--- config.mk ---
export PLATFORM = sky130hd
export DESIGN_NAME = data_item_header_parser_flat
export DESIGN_NICKNAME = d
export VERILOG_FILES = /design/src/hdl/dihp_pkg.sv /design/src/hdl/dihp_stream_if.sv /design/src/hdl/data_item_header_parser.sv /design/src/hdl/dihp_core.sv /design/src/flat_wrapper.sv
export SDC_FILE = /design/constraint.sdc
export NUM_CORES = 1
export LEC_CHECK = 0
export BUFFER_PORTS_ARGS = -buffer_cell sky130_fd_sc_hd__buf_4
export CAP_MARGIN = 20
export CORE_ASPECT_RATIO = 1.1
export CORE_MARGIN = 10
export CORE_UTILIZATION = 62
export DETAILED_ROUTE_END_ITERATION = 12
export GPL_ROUTABILITY_DRIVEN = 0
export PLACE_DENSITY = 0.82
export SYNTH_ARGS = -nofsm -noshare
export SYNTH_HDL_FRONTEND = slang
export SYNTH_SLANG_ARGS = --single-unit
--- constraint.sdc ---
create_clock -name i_clk -period 4.7 [get_ports i_clk]
set_input_delay 0 -clock i_clk [delete_from_list [all_inputs] [get_ports i_clk]]
set_output_delay 0 -clock i_clk [all_outputs]
set_load 0.005 [all_outputs]
--- src/hdl/dihp_pkg.sv ---
package dihp_pkg;

    localparam int ACC_W       = 31;
    localparam int ARCHIVE_LEN = 13;
    localparam int POS_W       = 4;

    localparam logic [ACC_W-1:0] ACC_MAX = '1;

    // Characters with a meaning of their own
    localparam logic [7:0] CH_LT   = 8'h3C;  // '<'
    localparam logic [7:0] CH_GT   = 8'h3E;  // '>'
    localparam logic [7:0] CH_LPAR = 8'h28;  // '('
    localparam logic [7:0] CH_RPAR = 8'h29;  // ')'
    localparam logic [7:0] CH_D    = 8'h44;  // 'D'
    localparam logic [7:0] CH_T    = 8'h54;  // 'T'
    localparam logic [7:0] CH_0    = 8'h30;  // '0'
    localparam logic [7:0] CH_9    = 8'h39;  // '9'

    // Error codes
    localparam logic [2:0] ERR_NONE      = 3'd0;
    localparam logic [2:0] ERR_LT_TWICE  = 3'd1;
    localparam logic [2:0] ERR_STRAY_GT  = 3'd2;
    localparam logic [2:0] ERR_PAR_TWICE = 3'd3;
    localparam logic [2:0] ERR_STRAY_PAR = 3'd4;

    // Warning bits
    localparam int WARN_NAME = 0;
    localparam int WARN_REG  = 1;

    // Header code bits
    localparam int HC_INT  = 0;
    localparam int HC_EXT  = 1;
    localparam int HC_NAME = 2;
    localparam int HC_FIELD = 3;
    localparam int HC_ARCH = 4;

    // Lookahead modes
    localparam logic [1:0] LK_IDLE = 2'd0;
    localparam logic [1:0] LK_D    = 2'd1;
    localparam logic [1:0] LK_ARCH = 2'd2;

    // Digit run modes
    localparam logic [1:0] DM_NONE  = 2'd0;
    localparam logic [1:0] DM_INT   = 2'd1;
    localparam logic [1:0] DM_FIELD = 2'd2;

    localparam int TEXT_NAME = 0;
    localparam int TEXT_REG  = 1;

    typedef struct packed {
        logic [7:0] ch;
        logic       last;
    } t_in_beat;

    typedef struct packed {
        logic             text_valid;
        logic             text_dest;
        logic [7:0]       text_char;
        logic             done_res;
        logic [2:0]       error_code;
        logic [1:0]       warnings;
        logic [4:0]       header_code;
        logic [ACC_W-1:0] internal_number;
        logic [ACC_W-1:0] field_number;
    } t_out_beat;

    // Character expected at each position of "FROM ARCHIVES"
    function automatic logic [7:0] archive_char(input logic [POS_W-1:0] pos);
        logic [7:0] c;
        case (pos)
            4'd0:    c = 8'h46;  // F
            4'd1:    c = 8'h52;  // R
            4'd2:    c = 8'h4F;  // O
            4'd3:    c = 8'h4D;  // M
            4'd4:    c = 8'h20;  // space
            4'd5:    c = 8'h41;  // A
            4'd6:    c = 8'h52;  // R
            4'd7:    c = 8'h43;  // C
            4'd8:    c = 8'h48;  // H
            4'd9:    c = 8'h49;  // I
            4'd10:   c = 8'h56;  // V
            4'd11:   c = 8'h45;  // E
            4'd12:   c = 8'h53;  // S
            default: c = 8'h00;
        endcase
        return c;
    endfunction

    // acc * 10 + d, clamped to ACC_MAX
    function automatic logic [ACC_W-1:0] acc_digit(input logic [ACC_W-1:0] acc,
                                                  input logic [3:0]       d);
        logic [ACC_W+3:0] v;
        v = {1'b0, acc, 3'b000} + {3'b000, acc, 1'b0} + {{ACC_W{1'b0}}, d};
        return (v > {4'b0000, ACC_MAX}) ? ACC_MAX : v[ACC_W-1:0];
    endfunction

endpackage

--- src/hdl/dihp_stream_if.sv ---
interface dihp_stream_if #(
    parameter type T = logic
);
    logic valid;
    logic ready;
    T     data;

    modport source (output valid, output data, input ready);
    modport sink   (input valid, input data, output ready);
endinterface

--- src/hdl/data_item_header_parser.sv ---
// Channel  Dir  Payload                                     Beat accepted when
// i_in     in   ch[7:0], last                               valid && ready
// o_out    out  text_valid, text_dest, text_char[7:0],      valid && ready
//               done_res, error_code[2:0], warnings[1:0],
//               header_code[4:0], internal_number[30:0],
//               field_number[30:0]
//
// One result beat per input beat; the input register hands each accepted beat to
// the result register, whose valid drives o_out.valid.
// Sustained rate is one beat per cycle while o_out is ready: the parse step (flag
// updates and one saturating multiply-by-ten accumulate) fits between the input
// register and the result register.
// Reset (i_rst_n low at a clock edge) empties both registers and returns the
// parser to the line-start state; the last character of a line does the same.
// A stall on o_out holds the result register; the input register keeps
// taking a beat while it is empty, then holds until the result moves on.
module data_item_header_parser (
    input  logic          i_clk,
    input  logic          i_rst_n,
    dihp_stream_if.sink   i_in,
    dihp_stream_if.source o_out
);
    import dihp_pkg::*;

    // Input register
    t_in_beat  r_in;
    logic      r_in_valid;

    // Result register
    t_out_beat r_out;
    logic      r_out_valid;

    t_out_beat w_res;
    logic      w_adv;      // parse the held beat and load the result register
    logic      w_in_take;

    // Advance when the result register is empty or its beat leaves now
    assign w_adv     = r_in_valid && (!r_out_valid || o_out.ready);
    assign i_in.ready = !r_in_valid || w_adv;
    assign w_in_take = i_in.valid && i_in.ready;

    always_ff @(posedge i_clk) begin
        if (!i_rst_n) begin
            r_in_valid <= 1'b0;
        end else if (w_in_take) begin
            r_in_valid <= 1'b1;
        end else if (w_adv) begin
            r_in_valid <= 1'b0;
        end
    end

    // Payload: no reset needed
    always_ff @(posedge i_clk) begin
        if (w_in_take) begin
            r_in <= i_in.data;
        end
    end

    dihp_core u_core (
        .i_clk   (i_clk),
        .i_rst_n (i_rst_n),
        .i_step  (w_adv),
        .i_beat  (r_in),
        .o_res   (w_res)
    );

    always_ff @(posedge i_clk) begin
        if (!i_rst_n) begin
            r_out_valid <= 1'b0;
        end else if (w_adv) begin
            r_out_valid <= 1'b1;
        end else if (o_out.ready) begin
            r_out_valid <= 1'b0;
        end
    end

    always_ff @(posedge i_clk) begin
        if (w_adv) begin
            r_out <= w_res;
        end
    end

    assign o_out.valid = r_out_valid;
    assign o_out.data  = r_out;

    a_in_hold: assert property (@(posedge i_clk) disable iff (!i_rst_n)
        r_in_valid && !w_adv |=> r_in_valid && $stable(r_in))
        else $error("held input beat lost or overwritten");

    a_text_clean: assert property (@(posedge i_clk) disable iff (!i_rst_n)
        r_out_valid && !r_out.text_valid |-> !r_out.text_dest && (r_out.text_char == 8'h00))
        else $error("text fields set without text_valid");

    a_summary_clean: assert property (@(posedge i_clk) disable iff (!i_rst_n)
        r_out_valid && !r_out.done_res |->
            (r_out.error_code == ERR_NONE) && (r_out.warnings == 2'b00) &&
            (r_out.header_code == 5'b00000) && (r_out.internal_number == '0) &&
            (r_out.field_number == '0))
        else $error("summary fields set without done_res");

endmodule

--- src/hdl/dihp_core.sv ---
module dihp_core (
    input  logic                i_clk,
    input  logic                i_rst_n,
    input  logic                i_step,
    input  dihp_pkg::t_in_beat  i_beat,
    output dihp_pkg::t_out_beat o_res
);
    import dihp_pkg::*;

    logic             r_past_first, n_past_first;
    logic             r_in_name, n_in_name;
    logic             r_in_reg, n_in_reg;
    logic             r_name_seen, n_name_seen;
    logic             r_reg_seen, n_reg_seen;
    logic [1:0]       r_look, n_look;
    logic [1:0]       r_digit, n_digit;
    logic [POS_W-1:0] r_pos, n_pos;
    logic [ACC_W-1:0] r_int_acc, n_int_acc;
    logic [ACC_W-1:0] r_fld_acc, n_fld_acc;
    logic [4:0]       r_flags, n_flags;
    logic [2:0]       r_error, n_error;
    logic [1:0]       r_warn, n_warn;

    logic       w_is_digit;
    logic       w_normal;
    logic [7:0] w_ch;
    logic       w_last;

    assign w_ch       = i_beat.ch;
    assign w_last     = i_beat.last;
    assign w_is_digit = (w_ch >= CH_0) && (w_ch <= CH_9);

    always_comb begin
        n_past_first = r_past_first;
        n_in_name    = r_in_name;
        n_in_reg     = r_in_reg;
        n_name_seen  = r_name_seen;
        n_reg_seen   = r_reg_seen;
        n_look       = r_look;
        n_digit      = r_digit;
        n_pos        = r_pos;
        n_int_acc    = r_int_acc;
        n_fld_acc    = r_fld_acc;
        n_flags      = r_flags;
        n_error      = r_error;
        n_warn       = r_warn;
        w_normal     = 1'b0;
        o_res        = '0;

        if (!r_past_first) begin
            n_past_first = 1'b1;
        end else if (r_error == ERR_NONE) begin
            if (r_digit != DM_NONE) begin
                if (w_is_digit) begin
                    if (r_digit == DM_INT) begin
                        n_int_acc = acc_digit(r_int_acc, w_ch[3:0]);
                    end else begin
                        n_fld_acc = acc_digit(r_fld_acc, w_ch[3:0]);
                    end
                end else begin
                    n_digit  = DM_NONE;
                    w_normal = 1'b1;
                end
            end else if (r_look == LK_D) begin
                n_look = LK_IDLE;
                if (w_ch == CH_T && !w_last) begin
                    n_fld_acc          = '0;
                    n_flags[HC_FIELD]  = 1'b1;
                    n_digit            = DM_FIELD;
                end else begin
                    w_normal = 1'b1;
                end
            end else if (r_look == LK_ARCH) begin
                if (w_ch == archive_char(r_pos)) begin
                    if (r_pos == POS_W'(ARCHIVE_LEN - 1)) begin
                        n_flags[HC_ARCH] = 1'b1;
                        n_look           = LK_IDLE;
                        n_pos            = '0;
                    end else begin
                        n_pos = r_pos + 1'b1;
                    end
                end else begin
                    n_look   = LK_IDLE;
                    n_pos    = '0;
                    w_normal = 1'b1;
                end
            end else begin
                w_normal = 1'b1;
            end
        end

        if (w_normal) begin
            if (w_ch == CH_LT) begin
                if (r_name_seen) n_warn[WARN_NAME] = 1'b1;
                if (r_in_name) begin
                    n_error = ERR_LT_TWICE;
                end else begin
                    n_in_name        = 1'b1;
                    n_flags[HC_NAME] = 1'b1;
                end
            end else if (w_ch == CH_GT) begin
                if (!r_in_name) begin
                    n_error = ERR_STRAY_GT;
                end else begin
                    n_in_name   = 1'b0;
                    n_name_seen = 1'b1;
                end
            end else if (w_ch == CH_LPAR) begin
                if (r_reg_seen) n_warn[WARN_REG] = 1'b1;
                if (r_in_reg) begin
                    n_error = ERR_PAR_TWICE;
                end else begin
                    n_in_reg        = 1'b1;
                    n_flags[HC_EXT] = 1'b1;
                end
            end else if (w_ch == CH_RPAR) begin
                if (!r_in_reg) begin
                    n_error = ERR_STRAY_PAR;
                end else begin
                    n_in_reg   = 1'b0;
                    n_reg_seen = 1'b1;
                end
            end else if (!r_in_name && !r_in_reg) begin
                if (w_ch == CH_D && !w_last) begin
                    n_look = LK_D;
                end else if (w_ch == archive_char('0) && !w_last) begin
                    n_look = LK_ARCH;
                    n_pos  = POS_W'(1);
                end else if (w_is_digit) begin
                    n_int_acc       = {{(ACC_W-4){1'b0}}, w_ch[3:0]};
                    n_digit         = DM_INT;
                    n_flags[HC_INT] = 1'b1;
                end
            end else begin
                o_res.text_valid = 1'b1;
                o_res.text_dest  = r_in_name ? 1'(TEXT_NAME) : 1'(TEXT_REG);
                o_res.text_char  = w_ch;
            end
        end

        if (w_last) begin
            o_res.done_res        = 1'b1;
            o_res.error_code      = n_error;
            o_res.warnings        = n_warn;
            o_res.header_code     = n_flags;
            o_res.internal_number = n_int_acc;
            o_res.field_number    = n_fld_acc;
        end
    end

    // Return to the line-start state after the last character
    always_ff @(posedge i_clk) begin
        if (!i_rst_n || (i_step && w_last)) begin
            r_past_first <= 1'b0;
            r_in_name    <= 1'b0;
            r_in_reg     <= 1'b0;
            r_name_seen  <= 1'b0;
            r_reg_seen   <= 1'b0;
            r_look       <= LK_IDLE;
            r_digit      <= DM_NONE;
            r_pos        <= '0;
            r_int_acc    <= '0;
            r_fld_acc    <= '0;
            r_flags      <= '0;
            r_error      <= ERR_NONE;
            r_warn       <= '0;
        end else if (i_step) begin
            r_past_first <= n_past_first;
            r_in_name    <= n_in_name;
            r_in_reg     <= n_in_reg;
            r_name_seen  <= n_name_seen;
            r_reg_seen   <= n_reg_seen;
            r_look       <= n_look;
            r_digit      <= n_digit;
            r_pos        <= n_pos;
            r_int_acc    <= n_int_acc;
            r_fld_acc    <= n_fld_acc;
            r_flags      <= n_flags;
            r_error      <= n_error;
            r_warn       <= n_warn;
        end
    end

    a_error_sticky: assert property (@(posedge i_clk) disable iff (!i_rst_n)
        (r_error != ERR_NONE) && !(i_step && w_last) |=> r_error == $past(r_error))
        else $error("latched error changed inside a line");

    a_name_flag: assert property (@(posedge i_clk) disable iff (!i_rst_n)
        r_in_name |-> r_flags[HC_NAME])
        else $error("open name without name flag");

    a_match_pos: assert property (@(posedge i_clk) disable iff (!i_rst_n)
        (r_look == LK_ARCH) |-> (r_pos != '0) && (r_pos < POS_W'(ARCHIVE_LEN)))
        else $error("archive match position out of range");

endmodule

--- src/flat_wrapper.sv ---
// flat-port wrapper written by rule: the top's interface ports become plain ports
module data_item_header_parser_flat import dihp_pkg::*;
  (i_clk, i_rst_n, i_in_valid, i_in_data, i_in_ready, o_out_valid, o_out_data, o_out_ready);
  dihp_stream_if #(.T(t_in_beat)) i_in_i ();
  dihp_stream_if #(.T(t_out_beat)) o_out_i ();
  input  logic i_clk;
  input  logic i_rst_n;
  input wire logic [$bits(i_in_i.valid)-1:0] i_in_valid;
  input wire logic [$bits(i_in_i.data)-1:0] i_in_data;
  output wire logic [$bits(i_in_i.ready)-1:0] i_in_ready;
  output wire logic [$bits(o_out_i.valid)-1:0] o_out_valid;
  output wire logic [$bits(o_out_i.data)-1:0] o_out_data;
  input wire logic [$bits(o_out_i.ready)-1:0] o_out_ready;
  assign i_in_i.valid = i_in_valid;
  assign i_in_i.data = i_in_data;
  assign i_in_ready = i_in_i.ready;
  assign o_out_valid = o_out_i.valid;
  assign o_out_data = o_out_i.data;
  assign o_out_i.ready = o_out_ready;
  data_item_header_parser u_core (.i_clk(i_clk), .i_rst_n(i_rst_n), .i_in(i_in_i), .o_out(o_out_i));
endmodule
==> flow_summary_export.csv <==
group,metric,value,unit
status,outcome,"completed",
floorplanning,io_pins,98,
setup_path,critical_path.max_stage_delay,0.59,ns
timing,worst_pin_slew,1.020,ns
routing,vias_per_cell,6.618,
routing,wl_per_cell,20.05,µm
clock_tree,clock-sinks,186,
setup_path,slowest_stage,"fa_1",
timing,setup_viol,0,
timing,fmax,219.9,MHz
timing,rsz0062_at_grt,"true",
setup_path,path_buf_inv,3,
clock_tree,clkTransAtPathRegs,0.09,ns
floorplanning,die_y,170.1,µm
setup_path,cp-end-kind,"flip-flop",
clock_tree,cts_root_buf,"clkbuf_16",
floorplanning,initial_core_util,0.6351,
synth,synth_area_per_cell,8.820,µm²
global_route,antenna_found_initial,0,
clock_tree,insertion_delay,0.45,ns
global_route,grt_start_max_net_pins,95,
clock_tree,cts_tree,"yes",
timing,skew,0.01524,ns
synth,syn_area,0.01270,mm²
global_route,grt_pass1_wl,57.48,mm
setup_path,critPathMostFrequentCell,"inv_1",
power_and_ir_drop,ir_drop,0.3134,mV
final_layout,layout.cells.most_common_list,"165 x nor2_1, 128 x a21oi_1, 124 x ha_1",
final_layout,antenna_cells,0,
floorplanning,core,0.02000,mm²
timing,period_minus_slack,4.548,ns
power_and_ir_drop,power_leakage,6.115,nW
floorplanning,rows,54,
floorplanning,dieWidth,156.5,µm
setup_path,crit_fanout,22,
timing,final_max_slew_viol_count,0,
routing,antenna_left,0,
placement,port_buffers,97,
setup_path,worstPathArrival,4.73,ns
final_layout,areaGrowthSynthToFinish,14.29,%
final_layout,drive_gt1_frac,0.1273,
synth,synthDistinctLibCells,87,
routing,drc_errors,0,
clock_tree,cts_buffer_depth,2,
timing,hold_violations,0,
clock_tree,numCtsBuffers,17,
setup_path,path_class,"reg2reg",
global_route,grtUsageTotal,0.2611,
global_route,first_global_vias,11430,
final_layout,fin_nets,1668,
routing,num_vias,11860,
synth,synth_warnings,0,
synth,ys_seq_area_frac,0.3657,
synth,synth_seq_cells,186,
run,cap_viol_max_count,0,
synth,synthCells,1440,
timing,period_share,0.9677,
routing,drt_pass1_iterations,6,
synth,synth_edf_count,92,
routing,postRouteWirelength,35.93,mm
placement,dp.cells,1745,
global_route,grt_overflow,0,
min_path,min_path_type,"in2reg",
routing,drt_iter0_drc,1072,
clock_tree,postCtsSetupRepairBufs,0,
final_layout,mostFrequentLayoutCell,"nor2_1",
setup_path,worstPathCellList,"inv_1 -> fa_1 -> inv_1 -> ha_1 -> a211o_1 -> nor3b_2 -> and3_4 -> or3_1 -> a41o_1 -> a41oi_2 -> mux2_1 -> a2111o_2 -> buf_4 -> nor3_1 -> nor2_1",
timing,finalWorstSetupSlack,0.1517,ns
final_layout,largest_register_ffs,83,
placement,pre_cts_ws,0.2214,ns
final_layout,final_cell_count_no_fill,1792,
setup_path,cp-start-kind,"flip-flop",
synth,synth_nets,1581,
power_and_ir_drop,power_density,241.4,mW/mm²
synth,async_flop_share,0,
clock_tree,cts.htree.levels,4,
floorplanning,die_area,0.02662,mm²
timing,relSlewSlack,0.3155,
setup_path,crit_required,4.89,ns
synth,synth_top_flop_cell,"dfxtp_1",
setup_path,cp_top_family,"compound AO/OA/AOI/OAI gates",
placement,dp.final_hpwl,24.87,mm
==> logic make-up (layout without fill, tap and decap cells) <==
family	Yosys count	after routing	synth area share
mux	4	4	0.003251
flops	186	186	0.3657
xor+xnor	61	61	0.04207
compound gates	490	491	0.2543
buf+inv	109	208	0.03527
simple gates	462	462	0.1710
fa+ha+maj	128	128	0.1285
==> what timing repair did <==
action                     in CTS  in global routing
setup endpoints to repair       0                 37
gates resized for setup         0                  8
hold endpoints to repair       12                  0
hold buffers                   14                  0
==> synth_stat cells, drive strengths merged, types with 26 or more instances <==
library cell,instances,area share
a21oi,131,0.053
ha,124,0.12
nor2,166,0.049
o21ai,128,0.050
inv,38,0.011
nand3,34,0.013
edfxtp,92,0.22
a211oi,48,0.028
dfxtp,94,0.15
nand2b,26,0.013
xor2,33,0.023
nor3,35,0.014
nand2,119,0.035
clkbuf,47,0.014
xnor2,28,0.019
==> cell type report <==
cell class                 count  area, µm²
tap                          252      315.3
sequential                   186       4644
multi-input combinational   1146       7696
inverter                      38      145.1
clock inverter                14      181.4
timing repair buffer         138       1084
clock buffer                  18      450.4
fill                        1443       5483
==> worst reg2reg max path, cell delays in order (launching register included) <==
cell	delay [ns]
dfxtp_1	0.39
inv_1	0.08
fa_1	0.59
inv_1	0.06
ha_1	0.32
a211o_1	0.34
nor3b_2	0.18
and3_4	0.21
or3_1	0.36
a41o_1	0.28
a41oi_2	0.20
mux2_1	0.33
a2111o_2	0.37
buf_4	0.23
nor3_1	0.28
nor2_1	0.08
==> final timing paths <==
check	slack (ns)	to	start	cells after the start
worst max-delay path	0.15	u_core.o_out.data[47]	u_core.u_core.r_int_acc[0]	15
worst min-delay path	0.26	u_core.r_in[1]	i_in_data[1]	2
worst max register to register	0.15	u_core.o_out.data[47]	u_core.u_core.r_int_acc[0]	15
worst min register to register	0.49	u_core.u_core.r_flags[0]	u_core.u_core.r_flags[0]	2
==> where the power goes <==
group | switching [mW] | internal (mW)
Combinational | 0.144 | 0.0809
Clock | 0.767 | 0.761
Sequential | 0.0201 | 1.73
Total | 0.931 | 2.57
==> per-stage QoR <==
step | area (µm²) | utilization | power (mW) | TNS [ns] | hold slack, ns
6_report | 14520 | 0.7259 | 3.504 | 0 | 0.2646
5_1_grt | 14520 | 0.7259 | 3.579 | -0.08469 | 0.2643
4_1_cts | 14450 | 0.7223 | 3.490 | 0 | 0.2666
3_5_place_dp | 13670 | 0.6837 | 1.996 | 0 | 0.1795
3_3_place_gp | 13670 | 0.6837 | 1.992 | 0 | 0.1788
2_1_floorplan | 12700 | - | 1.889 | 0 | 0.09887
==> per-layer routing <==
layer	share of wire	global-route usage	routed length, µm	vias to the layer above
met1	0.40	0.3251	14330	5595
met5	0	0	0	-
met4	0.035	0.1105	1244	0
met3	0.083	0.04539	2989	126
li1	-	-	-	5547
met2	0.48	0.4379	17370	592
(Power assumes the default switching activity.)
